**src/design/thtc_pkg.sv**
```systemverilog
// Shared constants, types and register codes for the thermistor conversion pipeline.
package thtc_pkg;

    localparam int ADC_BITS     = 10;
    localparam int FULL_CODE    = (1 << ADC_BITS) - 1;
    localparam int S_TDATA_W    = ((ADC_BITS + 7) / 8) * 8;

    localparam int SER_W        = 20;
    localparam int COEF_W       = 32;
    localparam int DATA_W       = 32;
    localparam int ADDR_W       = 4;

    // log2 unit: integer input, Q1.30 mantissa, Q28 result
    localparam int X_W          = SER_W + ADC_BITS;
    localparam int E_W          = $clog2(X_W);
    localparam int NORM_POS     = 30;
    localparam int M_W          = NORM_POS + 1;
    localparam int LOG_FRAC     = 28;
    localparam int LOG_W        = E_W + LOG_FRAC;

    // natural log scaling and polynomial
    localparam int LN2_SH       = 30;
    localparam logic [LN2_SH-1:0] LN2_Q30 = LN2_SH'(744261118);
    localparam int LN_FRAC_BITS = 16;
    localparam int RSH          = LOG_FRAC - LN_FRAC_BITS;
    localparam int L_W          = LOG_W + 1 - RSH;
    localparam int L2_W         = 2 * L_W - LN_FRAC_BITS;
    localparam int BT_W         = COEF_W + L_W - LN_FRAC_BITS;
    localparam int L3_W         = L_W + L2_W - LN_FRAC_BITS;
    localparam int CT_W         = COEF_W + L3_W - LN_FRAC_BITS;
    localparam int DEN_SW       = CT_W + 2;

    // reciprocal: k = (100 * 2^40 + d/2) / d
    localparam int D_W          = DEN_SW - 1;
    localparam int N_W          = D_W + 1;
    localparam int Q_BITS       = 17;
    localparam int REM_W        = D_W + Q_BITS;
    localparam int KELVIN_SCALE = 100;
    localparam int COEF_FRAC    = 40;
    localparam logic [N_W-1:0] K_NUM = N_W'(KELVIN_SCALE) << COEF_FRAC;

    localparam int TEMP_W       = 17;
    localparam int TEMP_HIGH    = 50000;
    localparam int KELVIN_CENTI = 27315;
    localparam int K_SAT        = TEMP_HIGH + KELVIN_CENTI;
    localparam int M_TDATA_W    = ((TEMP_W + 7) / 8) * 8;

    localparam logic [SER_W-1:0]  SERIES_RST = SER_W'(10000);
    localparam logic [COEF_W-1:0] COEF_A_RST = COEF_W'(1241511355);
    localparam logic [COEF_W-1:0] COEF_B_RST = COEF_W'(257423160);
    localparam logic [COEF_W-1:0] COEF_C_RST = COEF_W'(96399);

    typedef enum logic [1:0] {
        REG_SERIES,
        REG_COEF_A,
        REG_COEF_B,
        REG_COEF_C
    } reg_idx_t;

    typedef struct packed {
        logic valid;
        logic invalid;
    } meta_t;

    typedef struct packed {
        logic [SER_W-1:0]  series;
        logic [COEF_W-1:0] coef_a;
        logic [COEF_W-1:0] coef_b;
        logic [COEF_W-1:0] coef_c;
    } cfg_t;

endpackage

```
**src/design/thtc_regs.sv**
```systemverilog
// APB register file holding the divider resistor and the three coefficients.
module thtc_regs (
    input  logic                        aclk,
    input  logic                        aresetn,
    input  logic                        psel,
    input  logic                        penable,
    input  logic                        pwrite,
    input  logic [thtc_pkg::ADDR_W-1:0] paddr,
    input  logic [thtc_pkg::DATA_W-1:0] pwdata,
    output logic [thtc_pkg::DATA_W-1:0] prdata,
    output logic                        pready,
    output thtc_pkg::cfg_t              cfg
);
    import thtc_pkg::*;

    cfg_t     cfg_reg;
    reg_idx_t idx;
    logic     wr_en;

    assign idx    = reg_idx_t'(paddr[ADDR_W-1:2]);
    assign wr_en  = psel && penable && pwrite;
    assign pready = 1'b1;
    assign cfg    = cfg_reg;

    always_ff @(posedge aclk) begin
        if (!aresetn) begin
            cfg_reg.series <= SERIES_RST;
            cfg_reg.coef_a <= COEF_A_RST;
            cfg_reg.coef_b <= COEF_B_RST;
            cfg_reg.coef_c <= COEF_C_RST;
        end else if (wr_en) begin
            case (idx)
                REG_SERIES: cfg_reg.series <= pwdata[SER_W-1:0];
                REG_COEF_A: cfg_reg.coef_a <= pwdata[COEF_W-1:0];
                REG_COEF_B: cfg_reg.coef_b <= pwdata[COEF_W-1:0];
                REG_COEF_C: cfg_reg.coef_c <= pwdata[COEF_W-1:0];
                default:    cfg_reg <= cfg_reg;
            endcase
        end
    end

    always_comb begin
        case (idx)
            REG_SERIES: prdata = DATA_W'(cfg_reg.series);
            REG_COEF_A: prdata = DATA_W'(cfg_reg.coef_a);
            REG_COEF_B: prdata = DATA_W'(cfg_reg.coef_b);
            REG_COEF_C: prdata = DATA_W'(cfg_reg.coef_c);
            default:    prdata = '0;
        endcase
    end

endmodule

```
**config.mk**
```make
export PLATFORM = sky130hd
export DESIGN_NAME = thtc_regs
export DESIGN_NICKNAME = d
export VERILOG_FILES = /design/src/design/thtc_pkg.sv /design/src/design/thtc_regs.sv
export SDC_FILE = /design/constraint.sdc
export NUM_CORES = 1
export LEC_CHECK = 0
export ABC_AREA = 1
export BUFFER_PORTS_ARGS = -buffer_cell sky130_fd_sc_hd__buf_4
export CORE_MARGIN = 2
export CORE_UTILIZATION = 45
export CTS_BUF_LIST = sky130_fd_sc_hd__clkbuf_8
export DETAILED_ROUTE_END_ITERATION = 10
export GPL_TIMING_DRIVEN = 0
export PLACE_DENSITY_LB_ADDON = 0.25
export SYNTH_ARGS = -nofsm -noshare
export SYNTH_HDL_FRONTEND = slang
export SYNTH_SLANG_ARGS = --single-unit
```
**constraint.sdc**
```tcl
create_clock -name aclk -period 1.7 [get_ports aclk]
set_input_delay 0.255 -clock aclk [delete_from_list [all_inputs] [get_ports aclk]]
set_output_delay 0.255 -clock aclk [all_outputs]
set_load 0.1 [all_outputs]
```
-- Word level (Yosys, flattened, before mapping)
Index checks and enable logic that the tools add are counted.
- flip-flop bits (word level): 116
- latch bits: 0
- memory bits (writable): 0
- bits in read-only memories: 0
- input port bits: 41
- memories: 0
- add/subtract/negate cells: 0
- $mul: 0
- divide/modulo/power cells: 0
- magnitude comparators: 0
- equal/unequal tests: 3
- shift-type cells: 0
- muxes and demuxes: 1
- bitwise operators: 0
- reductions and logical operators: 7
- operators by type and width (operator ; number):
    one-hot mux 32 bit (4 select lines) ; 1
    AND reduction 2 bit ; 4
    equality test 2 bit (second input constant) ; 2
    equality test 2 x 1 -> 1 bit (second input constant) ; 1
    logical AND 1 bit ; 2
    logical NOT 2 bit ; 1

-- Depth between registers and ports, before layout
- depth in word-level cells: 3
- depth in mapped cells: 6
- depth with buffers taken out: 5

-- Worst setup path after synthesis
OpenSTA, ideal clock, no wires.
- path type: flip-flop to output port
- start point: register cfg_reg, in the netlist cfg[10]
- end point: output prdata[10] (netlist name)
- arrival: 1.868 ns
- slack: -0.423 ns
- stages on the path, launching flop included: 3
- buffers on the path: 0
- cells stage by stage: dfxtp_1 -> nand2_1 -> nand4_1
- cells in the longest elaborated chain, start to end: 1
- ends and longest elaborated chain (item ; line ; RTL):
    from (decl) ; thtc_regs.sv:16 ; cfg_t cfg_reg;
    from (signal assigned) ; thtc_regs.sv:37 ; default: cfg_reg <= cfg_reg;
    one-hot mux 32 bit (4 select lines) ; thtc_regs.sv:43 ; case (idx)
    to (decl) ; thtc_regs.sv:10 ; output logic [thtc_pkg::DATA_W-1:0] prdata,
No other way between the ends.

-- Worst setup path in the final report
- start point: input paddr[3] (netlist name)
- end point: output prdata[4] (netlist name)
- cells in the longest elaborated chain, start to end: 2
- ends and longest elaborated chain (item ; line ; RTL):
    from (decl) ; thtc_regs.sv:8 ; input logic [thtc_pkg::ADDR_W-1:0] paddr,
    equality test 2 bit (tied with other cells) ; thtc_regs.sv:43 ;
    one-hot mux 32 bit (4 select lines) (*) ; thtc_regs.sv:43 ;
Mark *: on every way between the ends. The rest lies on a longest branch, timed or not.

==> results_dict.tcl <==
set metrics [dict create \
    min_period_over_period 0.9723 \
    clk_latency_ns 0.41 \
    worstSetupPathType "input port to primary output" \
    final.fill_count 1040 \
    netlist_instances 775 \
    setup_viol 0 \
    ff_latch_area_um2 2665 \
    die_area_um2 12150 \
    synth_seq_cells 116 \
    yosysTopAreaCell "dfxtp_1" \
    hold_viol_final 0 \
    viasPerCell 5.200 \
    antenna_found_initial 0 \
    synthXorXnorAreaFrac 0 \
    clkSinkCount 116 \
    io_pins 190 \
    htree_num_levels 4 \
    synth.area.top_cells "dfxtp_1 (46%), nand2_1 (22%), nand3_1 (13%)" \
    vias 5897 \
    startpoint_type "input port" \
    drc 0 \
    fp.dieW_um 110.2 \
    yosys.area_share.simple 0.4696 \
    cp-end-kind "primary output" \
    netlist_area_um2 5079 \
    cts_hold_buf 0 \
    wirelength_mm 19.46 \
    diodes 0 \
    slew_headroom 0.4709 \
    crit_required_ns 1.44 \
    grt_pass1_vias 5335 \
    hp-start "pwdata[2]" \
    grt-ovfl-total 0 \
    core_region_area_um2 10940 \
    die_y_um 110.2 \
    drive_above_1_share 0.3934 \
    grt_max_degree 17 \
    synth_warnings 0 \
    initial_core_util 0.4644 \
    final_cells 1134 \
    ant_nets 0 \
    port_buffers 185 \
    clkTransAtPathRegs_ns 0.07 \
    fmax_mhz 605.0 \
    place_congestion 0.8481 \
    grt_pass1_wl_mm 28.94 \
    synth_top_area_frac 0.4573 \
    max-cap-violations 0 \
    drv_slew 0 \
    cts_tree "done" \
    wl_met3_mm 1.845 \
    p_per_area_nw_per_um2 898.1 \
    highest_layer "met4" \
    dp.cells 1100 \
    hpwl_mm 13.67 \
    hold_path_class "input port to flip-flop" \
    root_buffer "clkbuf_8" \
    row_count 38 \
    cp_max_fo 10 \
    synth_compound_area_frac 0 \
    drt_iter0_markers 506 \
    first_pass_iters 5 \
    worst_clock_skew_ns 0 \
    synthAdderAreaFrac 0 \
    nets 1022 \
    p_leak_nw 3.719 \
    rr_startpoint "cfg[16]" \
    synth_top_family_by_area "simple AND/OR/NAND/NOR gates" \
    rsz0062_at_grt "no" \
    synthMuxAreaShare 0 \
    wl_met1_mm 8.055 \
    wl_per_cell_um 17.16 \
    cts_buffer_depth 2 \
    numCtsBuffers 17 \
    status "finished clean" \
    crit_path_start "paddr[3]" \
    finalCriticalPeriod_ns 1.653 \
    peakVddDrop_v 0.0007404 \
    synth_nets 816 \
    multi_input_area_um2 2466 \
    dr_wl_met2_mm 9.147 \
    syn2layout_area_growth_pct 49.42 \
    post-place-ws_ns -0.07571 \
    ys_seq_area_frac 0.4573 \
    arrival_ns 1.40 \
    worst_slack_ns 0.04704 \
    worst_slew_pin_slew_ns 0.7936 \
    ys_types 15 \
    largest_reg_flops 116 \
    grt.total_usage 0.3249 \
    synth_area_per_cell_um2 6.553 \
]
-- where the power goes --
part | switching (mW) | internal (mW)
sequential | 0.0528 | 2.69
clock | 1.09 | 1.25
combinational | 1.35 | 0.386
-- layer usage --
| layer | vias up | GRT usage |
|---|---|---|
| met1 | 2693 | 0.4187 |
| met5 | - | 0 |
| met4 | 0 | 0.09375 |
| met2 | 304 | 0.5447 |
| li1 | 2862 | - |
| met3 | 38 | 0.07466 |
-- Yosys cell counts --
master and instances:
nand2_1 297, nand3_1 129, nor2_1 120, dfxtp_1 116, inv_1 32, buf_2 30, nand4_1 20, clkbuf_1 10
buf_1 7, nor2_2 5, buf_4 3, inv_2 3, conb_1 1, nand2_2 1, nor2_4 1
-- final timing paths --
| check | to | slack (ns) | cells after the start |
|---|---|---|---|
| max | prdata[4] | 0.05 | 6 |
| min | cfg[2] | 0.06 | 3 |
| max reg2reg | cfg[16] | 1.04 | 2 |
| min reg2reg | cfg[87] | 0.46 | 2 |
-- stage by stage --
step	util	power [mW]	instance area, um^2	TNS, ns	hold slack, ns
6_report	0.6939	6.816	7589	0	0.05522
4_1_cts	0.6913	6.822	7560	-0.008192	0.04308
3_5_place_dp	0.6534	4.496	7146	-0.5628	0.4477
5_1_grt	0.6939	7.059	7589	0	0.04723
3_3_place_gp	0.6534	4.485	7146	-0.5316	0.4454
2_1_floorplan	-	4.056	5582	-0.5526	0.3804
-- final cells by class --
cell class                      instances  share of cell area
Tap cell                              140             0.02308
Buffer                                 50             0.04188
Clock inverter                         12             0.01138
Inverter                               35             0.01929
Clock buffer                           20             0.03627
Multi-Input combinational cell        574              0.3250
Sequential cell                       116              0.3512
Timing Repair Buffer                  187              0.1919
-- cell families after synthesis --
group	Yosys count
buffers and inverters	85
DFF	116
other	1
and+or+nand+nor	573
-- critical path, stage by stage --
cell and delay, ns:
buf_4 0.17, nor2_4 0.24, buf_4 0.27, nand2_1 0.07
nand4_1 0.14, buf_6 0.25
-- timing repair --
| item | 4_1_cts | 5_1_grt |
|---|---|---|
| resized for setup | 14 | 5 |
| pin swaps | 0 | 2 |
| endpoints found under the setup margin | 18 | 31 |
| endpoints found under the hold margin | 0 | 0 |
| buffers inserted | 0 | 2 |
-- placed cells by master, fill, tap and decap left out, drive strengths merged --
cell / netlist / final
dfxtp: 116 / 116
bufinv: 0 / 1
buf: 40 / 227
clkbuf: 10 / 30
inv: 35 / 42
conb: 1 / 1
nand2: 298 / 298
clkinv: 0 / 4
nor2: 126 / 126
nand3: 129 / 129
nand4: 20 / 20
Power figures use the tool's default switching activity.
