--- src/design/thtc_pkg.sv ---
// Shared constants, types and register codes for the thermistor conversion pipeline.
package thtc_pkg;

    localparam int ADC_BITS     = 10;
    localparam int FULL_CODE    = (1 << ADC_BITS) - 1;
    localparam int S_TDATA_W    = ((ADC_BITS + 7) / 8) * 8;

    localparam int SER_W        = 20;
    localparam int COEF_W       = 32;
    localparam int DATA_W       = 32;
    localparam int ADDR_W       = 4;

    // log2 unit: integer input, Q1.30 mantissa, Q28 result
    localparam int X_W          = SER_W + ADC_BITS;
    localparam int E_W          = $clog2(X_W);
    localparam int NORM_POS     = 30;
    localparam int M_W          = NORM_POS + 1;
    localparam int LOG_FRAC     = 28;
    localparam int LOG_W        = E_W + LOG_FRAC;

    // natural log scaling and polynomial
    localparam int LN2_SH       = 30;
    localparam logic [LN2_SH-1:0] LN2_Q30 = LN2_SH'(744261118);
    localparam int LN_FRAC_BITS = 16;
    localparam int RSH          = LOG_FRAC - LN_FRAC_BITS;
    localparam int L_W          = LOG_W + 1 - RSH;
    localparam int L2_W         = 2 * L_W - LN_FRAC_BITS;
    localparam int BT_W         = COEF_W + L_W - LN_FRAC_BITS;
    localparam int L3_W         = L_W + L2_W - LN_FRAC_BITS;
    localparam int CT_W         = COEF_W + L3_W - LN_FRAC_BITS;
    localparam int DEN_SW       = CT_W + 2;

    // reciprocal: k = (100 * 2^40 + d/2) / d
    localparam int D_W          = DEN_SW - 1;
    localparam int N_W          = D_W + 1;
    localparam int Q_BITS       = 17;
    localparam int REM_W        = D_W + Q_BITS;
    localparam int KELVIN_SCALE = 100;
    localparam int COEF_FRAC    = 40;
    localparam logic [N_W-1:0] K_NUM = N_W'(KELVIN_SCALE) << COEF_FRAC;

    localparam int TEMP_W       = 17;
    localparam int TEMP_HIGH    = 50000;
    localparam int KELVIN_CENTI = 27315;
    localparam int K_SAT        = TEMP_HIGH + KELVIN_CENTI;
    localparam int M_TDATA_W    = ((TEMP_W + 7) / 8) * 8;

    localparam logic [SER_W-1:0]  SERIES_RST = SER_W'(10000);
    localparam logic [COEF_W-1:0] COEF_A_RST = COEF_W'(1241511355);
    localparam logic [COEF_W-1:0] COEF_B_RST = COEF_W'(257423160);
    localparam logic [COEF_W-1:0] COEF_C_RST = COEF_W'(96399);

    typedef enum logic [1:0] {
        REG_SERIES,
        REG_COEF_A,
        REG_COEF_B,
        REG_COEF_C
    } reg_idx_t;

    typedef struct packed {
        logic valid;
        logic invalid;
    } meta_t;

    typedef struct packed {
        logic [SER_W-1:0]  series;
        logic [COEF_W-1:0] coef_a;
        logic [COEF_W-1:0] coef_b;
        logic [COEF_W-1:0] coef_c;
    } cfg_t;

endpackage

--- src/design/thtc_div.sv ---
// Restoring divider, one quotient bit per stage, with saturation to the output range.
module thtc_div (
    input  logic                               aclk,
    input  logic                               aresetn,
    input  logic                               adv,
    input  thtc_pkg::meta_t                    meta_in,
    input  logic signed [thtc_pkg::DEN_SW-1:0] den,
    output thtc_pkg::meta_t                    meta_out,
    output logic signed [thtc_pkg::TEMP_W-1:0] temp
);
    import thtc_pkg::*;

    logic [D_W-1:0]    d_reg   [0:Q_BITS];
    logic [REM_W-1:0]  rem_reg [0:Q_BITS];
    logic [Q_BITS-1:0] q_reg   [0:Q_BITS];
    logic              sat_reg [0:Q_BITS];
    meta_t             meta_reg [0:Q_BITS];

    logic             nonpos;
    logic [D_W-1:0]   d_in;
    logic [N_W-1:0]   numer;
    logic [REM_W-1:0] limit;

    assign nonpos = den[DEN_SW-1] || (den == '0);
    assign d_in   = den[D_W-1:0];
    assign numer  = K_NUM + N_W'(d_in >> 1);
    assign limit  = REM_W'(d_in) << Q_BITS;

    always_ff @(posedge aclk) begin
        if (!aresetn) begin
            for (int s = 0; s <= Q_BITS; s++) meta_reg[s] <= '0;
        end else if (adv) begin
            meta_reg[0] <= meta_in;
            for (int s = 1; s <= Q_BITS; s++) meta_reg[s] <= meta_reg[s-1];
        end
    end

    // a quotient that needs more than Q_BITS bits is past the top of the range
    always_ff @(posedge aclk) begin
        if (adv) begin
            d_reg[0]   <= d_in;
            rem_reg[0] <= REM_W'(numer);
            q_reg[0]   <= '0;
            sat_reg[0] <= nonpos || (REM_W'(numer) >= limit);
        end
    end

    for (genvar gk = 0; gk < Q_BITS; gk++) begin : g_bit
        logic [REM_W-1:0] trial;
        assign trial = REM_W'(d_reg[gk]) << (Q_BITS - 1 - gk);

        always_ff @(posedge aclk) begin
            if (adv) begin
                d_reg[gk+1]   <= d_reg[gk];
                sat_reg[gk+1] <= sat_reg[gk];
                if (rem_reg[gk] >= trial) begin
                    rem_reg[gk+1] <= rem_reg[gk] - trial;
                    q_reg[gk+1]   <= {q_reg[gk][Q_BITS-2:0], 1'b1};
                end else begin
                    rem_reg[gk+1] <= rem_reg[gk];
                    q_reg[gk+1]   <= {q_reg[gk][Q_BITS-2:0], 1'b0};
                end
            end
        end
    end

    always_comb begin
        if (meta_reg[Q_BITS].invalid) begin
            temp = '0;
        end else if (sat_reg[Q_BITS] || (q_reg[Q_BITS] > Q_BITS'(K_SAT))) begin
            temp = TEMP_W'(TEMP_HIGH);
        end else begin
            temp = $signed(TEMP_W'(q_reg[Q_BITS]) - TEMP_W'(KELVIN_CENTI));
        end
    end

    assign meta_out = meta_reg[Q_BITS];

endmodule

--- config.mk ---
export PLATFORM = sky130hd
export DESIGN_NAME = thtc_div
export DESIGN_NICKNAME = d
export VERILOG_FILES = /design/src/design/thtc_pkg.sv /design/src/design/thtc_div.sv
export SDC_FILE = /design/constraint.sdc
export NUM_CORES = 2
export LEC_CHECK = 0
export BUFFER_PORTS_ARGS = -buffer_cell sky130_fd_sc_hd__buf_2
export CAP_MARGIN = 10
export CORE_UTILIZATION = 50
export DETAILED_ROUTE_END_ITERATION = 8
export PLACE_DENSITY = 0.65
export REMOVE_ABC_BUFFERS = 1
export SKIP_CTS_REPAIR_TIMING = 1
export SLEW_MARGIN = 30
export SYNTH_ARGS = -nofsm -noshare
export SYNTH_HDL_FRONTEND = slang
export SYNTH_SLANG_ARGS = --single-unit
export TNS_END_PERCENT = 30
--- constraint.sdc ---
create_clock -name aclk -period 5.5 [get_ports aclk]
set_input_delay 0.275 -clock aclk [delete_from_list [all_inputs] [get_ports aclk]]
set_output_delay 0.275 -clock aclk [all_outputs]
set_load 0.02 [all_outputs]
Word-level counts from Yosys, hierarchy flattened
Memories as Yosys holds them, arrays and structs flattened. Index checks and enable logic that the tools add are counted.

Logic and storage cells: 260. Register bits after elaboration: 0. RAM bits: 2502. Memories kept: 5.

Add/sub/neg operators: 19. Mux-type cells: 161. Reductions and logical operators: 4. Magnitude comparators: 19. Bitwise operators: 52.

Memories: rem_reg (depth 18, width 68, read ports 17, clocked after Yosys merged registers in 0, write ports 18, RTL line thtc_div.sv:14) `logic [REM_W-1:0] rem_reg [0:Q_BITS];`; d_reg (depth 18, width 51, read ports 17, clocked after Yosys merged registers in 0, write ports 18, RTL line thtc_div.sv:13) `logic [D_W-1:0] d_reg [0:Q_BITS];`; q_reg (depth 18, width 17, read ports 18, clocked after Yosys merged registers in 0, write ports 18, RTL line thtc_div.sv:15) `logic [Q_BITS-1:0] q_reg [0:Q_BITS];`; meta_reg (depth 18, width 2, read ports 18, clocked after Yosys merged registers in 0, write ports 18, RTL line thtc_div.sv:17) `meta_t meta_reg [0:Q_BITS];`; sat_reg (depth 18, width 1, read ports 18, clocked after Yosys merged registers in 0, write ports 18, RTL line thtc_div.sv:16) `logic sat_reg [0:Q_BITS];`.

Operators by type and width (count): 2-to-1 mux 68 bit (17); 2-to-1 mux 17 bit (19); 2-to-1 mux 1 bit (107); >= comparator 51 x 68 -> 1 bit (1); >= comparator 68 x 51 -> 1 bit (1); >= comparator 68 x 52 -> 1 bit (1); >= comparator 68 x 53 -> 1 bit (1); >= comparator 68 x 54 -> 1 bit (1); >= comparator 68 x 55 -> 1 bit (1); >= comparator 68 x 56 -> 1 bit (1); >= comparator 68 x 57 -> 1 bit (1); >= comparator 68 x 58 -> 1 bit (1); >= comparator 68 x 59 -> 1 bit (1); >= comparator 68 x 60 -> 1 bit (1); >= comparator 68 x 61 -> 1 bit (1); >= comparator 68 x 62 -> 1 bit (1); >= comparator 68 x 63 -> 1 bit (1); >= comparator 68 x 64 -> 1 bit (1); >= comparator 68 x 65 -> 1 bit (1); >= comparator 68 x 66 -> 1 bit (1); >= comparator 68 x 67 -> 1 bit (1); subtractor 68 x 51 -> 68 bit (1); subtractor 68 x 52 -> 68 bit (1); subtractor 68 x 53 -> 68 bit (1); 21 further kinds (91).

Longest topological paths before layout
An unclocked memory read counts as a cell.

Depth after elaboration: 6. Gate-level depth with buffers: 17. Depth with buffers taken out: 15.

Least setup slack after synthesis
Ideal clock, no wire load.

Kind: flip-flop to flip-flop. Start: mem rem_reg[7][2] (netlist name). End: mem rem_reg[7][112] (netlist name), data pin. Setup slack: 1.579 ns. Arrival time: 3.662 ns. Cell stages (with the launch flop): 17. Clock period less this slack: 3.921 ns. Cells stage by stage: edfxtp_1 -> inv_1 -> ha_1 -> inv_1 -> fa_1 -> a21oi_1 -> o21bai_1 -> a21oi_1 -> o221ai_1 -> a211oi_1 -> o21ai_1 -> a31oi_1 -> nor3b_1 -> o2111a_1 -> buf_4 -> buf_6 -> mux2_2.

RTL lines (RTL line): start, declared (thtc_div.sv:14).

==> impl_metrics.ini <==
[run_status]
status = finished, final reports clean

[timing]
worst_pin_slew_ps = 1170
finalHoldViolations = 0
fin_crit_ps = 5170
fmax_mhz = 193
finalSetupViolCount = 0
relSlewSlack_pct = 21.3
setup_ws_ps = 327
finalCritPeriodShare_pct = 94.1
grt_setup_unrepaired = no
drv_slew = 0
finClkSkew_ps = 105

[layout]
layout.nets = 13500
syn2layout_area_growth_pct = 10.5
fin_cells = 16200
layout-drive-gt1-share_pct = 6.61
mostFrequentLayoutCells = 2,170 x edfxtp_1, 1,117 x inv_1, 1,101 x nand2_1
largest_reg_flops = 1097
final_common_cell = edfxtp_1

[synthesis]
synthCells = 12500
syn_area_per_cell_um2 = 10.4
syn_area_um2 = 129000
synth_edf_count = 2170
async_flop_share_pct = 0
ys_seq_area_share_pct = 50.5
yosysUniqueCellTypes = 99
ys.warnings.count = 0
ys.flop_type = edfxtp_1
synth_seq_cells = 2171

[die]
die_w_um = 510
core_area_um2 = 257000
start_util_pct = 50.3
row_count = 186
chipHeight_um = 510
die-area_um2 = 260000
io_pins = 76

[critical_path]
cpPeakStageDelay_ps = 710
cp-end-kind = flip-flop
worstSetupPathType = flip-flop to flip-flop
crit_chain = inv_1 > ha_1 > fa_1 > nor2b_1 > o31a_1 > o31ai_1 > a211oi_1 > o21ai_0 > o22ai_1 > a211oi_1 > nor4_1 > o41ai_1 > nor4b_1 > xor2_1
cp_common_cell = a211oi_1
start_kind = flip-flop
slowest_stage = o41ai_1
arrival_ps = 5790
critPathMaxFanout = 5
required_ps = 6110

[cts]
cts_tree = done
clockRootBuffer = clkbuf_16
cts.clk_slew.worst_paths_ps = 60
cts.path.max_buffers = 3
h-tree-depth = 4
cts_buffers = 234
clock_sinks = 2171
clkLatencyLatePin_ps = 930

[hold_path]
min-delay-path-class = primary input to flip-flop

[detailed_routing]
antenna_left = 0
drc_errors = 0
vias_per_cell = 5.80
first_pass_iters = 6
drtIter0Drc = 5906
wl_mm = 351
post_drt_wl_per_cell_um = 21.7
vias = 93700

[grt]
grt_max_degree = 176
grt_pass1_wl_mm = 531
use_met3_pct = 2.57
grt_pass1_vias = 95300
top_usage_layer = met2
met2_usage_pct = 51.1
antenna_found_initial = 10
grt_usage_pct = 26.5
grt.overflow.total = 0
grt_use_met1_pct = 25.1

[place]
place_congestion = 1.04
pre_cts_ws_ps = 580
placedCellCount = 15700
portBuffers = 75
place_hpwl_mm = 277

[power]
irDropWorstVdd_uv = 375
p_int_mw = 46.4
pwr_density_cell_nw_per_um2 = 526
combPwrFrac_pct = 43.6
sw_frac_of_total_pct = 38.1
p_sw_mw = 28.6
clkPwrFrac_pct = 21.6
seqPwrFrac_pct = 34.8
leakage_nw = 57.2

[flow_run]
cap_violations = 0
## kinds of logic after synthesis
kind of cell,count (synthesis),share of synthesized area (%)
compound gates,3534,17.0
simple gates,3319,12.4
flops,2171,50.5
buf+inv,1581,4.64
fa+ha+maj,904,8.85
xor+xnor,858,5.82
mux,100,0.858
## final cells by class
type                            instances  area (µm²)
Fill cell                           21800      114000
Timing Repair Buffer                  327        2810
Clock inverter                        165        2020
Inverter                             1118        4200
Multi-Input combinational cell       8715       58200
Sequential cell                      2171       65200
Clock buffer                          274        6030
Tap cell                             3384        4230
Antenna cell                            3        7.51
## power by group through the flow
stage	clock, mW	combinational, mW	sequential (mW)
after floorplan	0	23.7	25.5
after global placement	0	31.7	26.3
after detailed placement	0	32.2	26.4
after CTS	16.5	32.3	26.1
after global routing	17.1	36.0	26.5
final	16.2	32.7	26.1
## worst max-delay path: cells and delay by family, from the launching register on
| kind | cells | cell delay (ps) |
|---|---|---|
| buf+inv | 1 | 80 |
| xor+xnor | 1 | 120 |
| flops | 1 | 400 |
| simple gates | 3 | 650 |
| compound gates | 7 | 3190 |
| fa+ha+maj | 2 | 400 |
## metrics by stage
step | total power [mW] | hold slack (ps) | instance area, µm² | utilization (%) | setup TNS, ps
after detailed placement | 58.6 | 405 | 134000 | 52.2 | 0
after global placement | 58.0 | 402 | 134000 | 52.2 | -7010
final | 75.0 | 123 | 143000 | 55.5 | 0
after global routing | 79.7 | 72.6 | 143000 | 55.5 | 0
after CTS | 75.0 | -514 | 142000 | 55.3 | 0
after floorplan | 49.2 | 374 | 127000 | - | -333220
## final timing paths
path / from / end / slack, ps / depth (start not counted)
min reg2reg: q_reg[6][0] / q_reg[6][18] / 400 / 0
max: rem_reg[2][79] / rem_reg[3][63] / 330 / 14
min: den[10] / d_reg[0][10] / 120 / 2
max reg2reg: rem_reg[2][79] / rem_reg[3][63] / 330 / 14
## cell usage after synthesis (33+ instances only)
cell type,number,share of area (%)
a211oi_1,100,0.58
a21boi_0,36,0.21
a21o_1,522,3.0
a21oi_1,1087,4.2
a31oi_1,93,0.45
and2_1,73,0.35
and3_1,134,0.65
and4_1,33,0.22
clkbuf_1,403,1.2
edfxtp_1,2170,50
ha_1,888,8.6
inv_1,1117,3.2
mux2_2,86,0.75
nand2_1,1101,3.2
nand2b_1,118,0.57
nand3_1,207,0.80
nand4_1,224,1.1
nor2_1,758,2.2
nor2b_1,112,0.54
nor3_1,207,0.80
nor4_1,104,0.50
o211ai_1,60,0.35
o21a_1,128,0.74
o21ai_0,938,3.6
o21bai_1,148,0.86
o31ai_1,69,0.40
or2_2,42,0.20
or3_1,48,0.23
or4_1,33,0.19
xnor2_1,466,3.2
xor2_1,392,2.7
## layer usage
layer | vias up | part of all wire [%]
li1 | 45900 | -
met5 | - | 0
met1 | 44200 | 35
met2 | 2595 | 53
met4 | 0 | 9.3
met3 | 1071 | 3.0
Power figures use the tool's default switching activity.
